File: config.mk
export PLATFORM = sky130hd
export DESIGN_NAME = bfslc_ram
export DESIGN_NICKNAME = d
export VERILOG_FILES = /design/src/hw/rtl/bfslc_ram.sv
export SDC_FILE = /design/constraint.sdc
export NUM_CORES = 1
export LEC_CHECK = 0
export CORE_ASPECT_RATIO = 2
export CORE_MARGIN = 3
export CORE_UTILIZATION = 45
export DETAILED_ROUTE_END_ITERATION = 8
export DONT_BUFFER_PORTS = 1
export SLEW_MARGIN = 20
export SYNTH_ARGS = -nofsm -noshare
export SYNTH_HDL_FRONTEND = slang
export SYNTH_SLANG_ARGS = --single-unit
File: constraint.sdc
create_clock -name clk -period 2 [get_ports clk]
set_input_delay 0.3 -clock clk [delete_from_list [all_inputs] [get_ports clk]]
set_output_delay 0.3 -clock clk [all_outputs]
set_load 0.02 [all_outputs]
File: src/hw/rtl/bfslc_ram.sv
// synchronous ram, one write and one registered read per cycle
`timescale 1ns / 1ps

module bfslc_ram #(
    parameter int WIDTH = 8,
    parameter int DEPTH = 16
) (
    input  logic                     clk,
    input  logic                     we,
    input  logic [$clog2(DEPTH)-1:0] waddr,
    input  logic [WIDTH-1:0]         wdata,
    input  logic [$clog2(DEPTH)-1:0] raddr,
    output logic [WIDTH-1:0]         rdata
);

    logic [WIDTH-1:0] mem [DEPTH];

    always_ff @(posedge clk)
    begin
        if (we)
        begin
            mem[waddr] <= wdata;
        end
        rdata <= mem[raddr];
    end

endmodule

# Word-level counts from Yosys, hierarchy flattened
# Memories as Yosys holds them, arrays and structs flattened. A register that Yosys moved wholly into a read port is not among the register bits.
# Index checks and enable logic that the tools add are counted.
[word_totals]
output_inout_bits = 8
ram_bits = 128
n_memories = 1
wordCells = 3
register_bits = 0
[op_classes]
muxes = 2
[mem_list]
columns = ["name", "depth", "width", "rd", "rd_ports_with_merged_regs", "write_ports", "line_no", "text"]
rows = [
  ["mem", 16, 8, 1, 1, 1, "16", "logic [WIDTH-1:0] mem [DEPTH];"],
]
[ops]
columns = ["cell", "n"]
rows = [
  ["$mux W1", 2],
]

# Logic depth before layout (Yosys ltp)
[depth]
ltp_word = 2
mapped_depth = 5

# Least setup slack after synthesis
# Ideal clock, no wire load.
[synth_timing]
path_kind = "input to register"
start = "input port waddr[2]"
end = "memory mem[0][0] (enable)"
setup_ps = 383
path_stages = 2
slack_ps = 207
t_arrival_ps = 1410
cell_sequence = "or3b_2 -> nor3_1"
[synth_lines]
columns = ["item", "line_no", "text"]
rows = [
  ["start: declaration", "10", "input logic [$clog2(DEPTH)-1:0] waddr,"],
  ["end: declaration", "16", ""],
]
# No word-level cell before the write port.

==> insert_results.sql <==
INSERT INTO impl_metrics (metric_group, metric, value, unit) VALUES
('outcome', 'outcome', 'complete, no violations', ''),
('cts', 'tritoncts.num_buffers', '17', ''),
('floorplan', 'starting_density_of_the_core', '0.467', ''),
('setup_path', 'cp_cell_sequence', 'mux4_1 -> a22oi_1 -> nand2_1', ''),
('synthesis', 'yosysWarningCount', '0', ''),
('global_routing', 'global_route.usage.total', '0.173', ''),
('sta', 'layout_worst_path_cycle_share', '0.672', ''),
('cts', 'cts.reportedPaths.clkPinSlew', '60', 'ps'),
('synthesis', 'synth_top_flop_cell', 'sky130_fd_sc_hd__edfxtp_1', ''),
('global_routing', 'first_global_vias', '2537', ''),
('synthesis', 'post_synth_instance_area', '5150', 'sq um'),
('routing', 'vias_per_cell', '5.56', ''),
('setup_path', 'timing.critical_path.arrival', '1640', 'ps'),
('synthesis', 'synth_commonest_cells', '128 x sky130_fd_sc_hd__edfxtp_1, 18 x sky130_fd_sc_hd__mux4_2, 16 x sky130_fd_sc_hd__a22oi_1', ''),
('layout', 'syn2layout_area_growth', '18.6', '%'),
('layout', 'final_core_util', '0.554', ''),
('sta', 'finalClockSkew', '9.92', 'ps'),
('sta', 'worstMarginPinSlew', '607', 'ps'),
('power_and_ir_drop', 'worst_ir_drop_vdd', '0.887', 'mV'),
('synthesis', 'yosysTopAreaCell', 'sky130_fd_sc_hd__edfxtp_1', ''),
('synthesis', 'synth.most_common_cell', 'sky130_fd_sc_hd__edfxtp_1', ''),
('synthesis', 'synth.net_count', '247', ''),
('global_routing', 'grt_pass1_wl', '14900', 'microns'),
('routing', 'first_pass_iters', '4', ''),
('setup_path', 'reg2reg_to', 'rdata[5]', ''),
('global_routing', 'grt_remaining_overflow', '0', ''),
('placed_design', 'gp_routability_congestion', '0.749', ''),
('routing', 'drt-wirelength-per-cell', '23.6', 'microns'),
('setup_path', 'critPathLaunch', 'mem[0][5]', ''),
('sta', 'clock.fmax', '744', 'MHz'),
('global_routing', 'gr_peak_layer', 'met2', ''),
('setup_path', 'cp_capture_point', 'rdata[5]', ''),
('cts', 'cts_resized', '0', ''),
('routing', 'dr_total_vias', '2319', ''),
('routing', 'postRouteAntennaNets', '0', ''),
('cts', 'cts_tree', 'yes', ''),
('sta', 'timing.max_slew.rel_slack', '0.594', ''),
('layout', 'num-nets-final', '282', ''),
('setup_path', 'critical_path_peak_fanout', '1', ''),
('layout', 'drive_above_1_share', '0.249', ''),
('routing', 'starting_drc_count_in_detailed_routing', '175', ''),
('layout', 'antenna-diode-count', '0', ''),
('setup_path', 'critPathMaxStageDelay', '490', 'ps'),
('synthesis', 'ys_types', '19', ''),
('setup_path', 'rrSetupSlack', '660', 'ps'),
('power_and_ir_drop', 'p_per_area', '1120', 'nW/um^2'),
('global_routing', 'maximum_number_of_pins_on_one_net_before_global_route_repair', '33', ''),
('floorplan', 'placement_rows', '54', ''),
('floorplan', 'io_pins', '26', ''),
('cts', 'cts.path.max_buffers', '2', ''),
('floorplan', 'die_h', '157', 'microns'),
('floorplan', 'dieArea', '12800', 'sq um'),
('setup_path', 'critical_path.startpoint_type', 'flip-flop', ''),
('setup_path', 'reg2reg_from', 'mem[0][5]', ''),
('setup_path', 'end_kind', 'flip-flop', ''),
('global_routing', 'grtUsageMet3', '0.0624', ''),
('placed_design', 'hpwlAfterDp', '6450', 'microns'),
('power_and_ir_drop', 'reported_leakage_power', '2.03', 'nW'),
('floorplan', 'coreArea', '11000', 'sq um'),
('setup_path', 'worst_ep_required_time', '2290', 'ps'),
('synthesis', 'yosysSeqAreaShare', '0.778', ''),
('min_path', 'hold_path.class', 'input pin to flip-flop', ''),
('sta', 'unrepaired_setup_endpoints_after_global_routing', 'false', ''),
('global_routing', 'groute.layer.met2.usage', '0.298', ''),
('synthesis', 'synth_cells', '229', ''),
('sta', 'setup_total_negative_slack', '0', 'ps'),
('setup_path', 'reg2regPathDepth', '3', ''),
('cts', 'cts.sink_count', '136', ''),
('synthesis', 'synth.top_cells.by_area', 'sky130_fd_sc_hd__edfxtp_1 75%, sky130_fd_sc_hd__mux4_2 7.9%, sky130_fd_sc_hd__mux4_1 7.1%', ''),
('sta', 'final_hold_viol_count', '0', ''),
('cts', 'cts.hold.buffers_added', '8', '');
==> through the flow <==
stage / hold slack, ps / power, mW / std cells / setup slack [ps] / instance area (sq um)
floorplan: 399 / 3.44 / 229 / 207 / 5150
global placement: 400 / 3.46 / 377 / 490 / 5370
detailed placement: 400 / 3.47 / 377 / 541 / 5370
CTS: 181 / 6.89 / 417 / 613 / 6100
global route: 190 / 7.03 / 417 / 594 / 6100
finish: 190 / 6.83 / 417 / 657 / 6100
==> layout by cell type (no fill, tap or decap), types with 8 or more instances in the layout <==
cell type / netlist / routed
sky130_fd_sc_hd__edfxtp_1: 128 / 128
sky130_fd_sc_hd__mux4_2: 18 / 18
sky130_fd_sc_hd__buf_4: 1 / 18
sky130_fd_sc_hd__clkbuf_16: 0 / 17
sky130_fd_sc_hd__a22oi_1: 16 / 16
sky130_fd_sc_hd__mux4_1: 14 / 14
sky130_fd_sc_hd__nor2_1: 13 / 13
sky130_fd_sc_hd__nand2_1: 9 / 9
sky130_fd_sc_hd__dlygate4sd3_1: 0 / 8
sky130_fd_sc_hd__dfxtp_1: 8 / 8
==> kinds of logic (layout without fill, tap and decap cells) <==
group                  count (synthesis)  after routing  synth area share
AO/OA/AOI/OAI                         16             16            0.0233
buffers and inverters                 10             58            0.0168
flip-flops                           136            136             0.778
multiplexers                          32             32             0.150
AND/OR/NAND/NOR                       35             35            0.0318
==> critical path: cells and delay by family (launching register included) <==
| kind | cells | cell delay, ps |
|---|---|---|
| flip-flops | 1 | 380 |
| AO/OA/AOI/OAI | 1 | 260 |
| AND/OR/NAND/NOR | 1 | 100 |
| multiplexers | 1 | 490 |
==> final cells by class <==
class / count / area [sq um]
Tap cell: 140 / 175
Sequential cell: 136 / 4000
Clock buffer: 17 / 425
Multi-Input combinational cell: 83 / 1060
Clock inverter: 15 / 226
Fill cell: 814 / 4910
Timing Repair Buffer: 26 / 215
==> worst min path at each step <==
| stage | startpoint | to | slack (ps) | cells after the start |
|---|---|---|---|---|
| global route | raddr[1] | rdata[3] | 190 | 3 |
| detailed placement | wdata[1] | mem[5][1] | 400 | 0 |
| floorplan | wdata[0] | mem[0][0] | 400 | 0 |
| global placement | wdata[1] | mem[7][1] | 400 | 0 |
| CTS | raddr[1] | rdata[3] | 180 | 3 |
| finish | raddr[1] | rdata[4] | 190 | 3 |
==> power by group <==
group | total, mW | switching [mW] | internal [mW]
Sequential | 3.23 | 0.0435 | 3.19
Clock | 3.38 | 1.16 | 2.22
Combinational | 0.221 | 0.112 | 0.109
Total | 6.83 | 1.32 | 5.51
==> per-layer routing <==
layer / vias up / wire (microns)
met5: - / 0
met2: 75 / 5580
li1: 1044 / -
met4: 0 / 222
met1: 1184 / 3600
met3: 16 / 434
==> state kept, by name (all words and copies together), names as in the netlist <==
| name | flops |
|---|---|
| mem | 128 |
| rdata | 8 |
(Power assumes the default switching activity.)
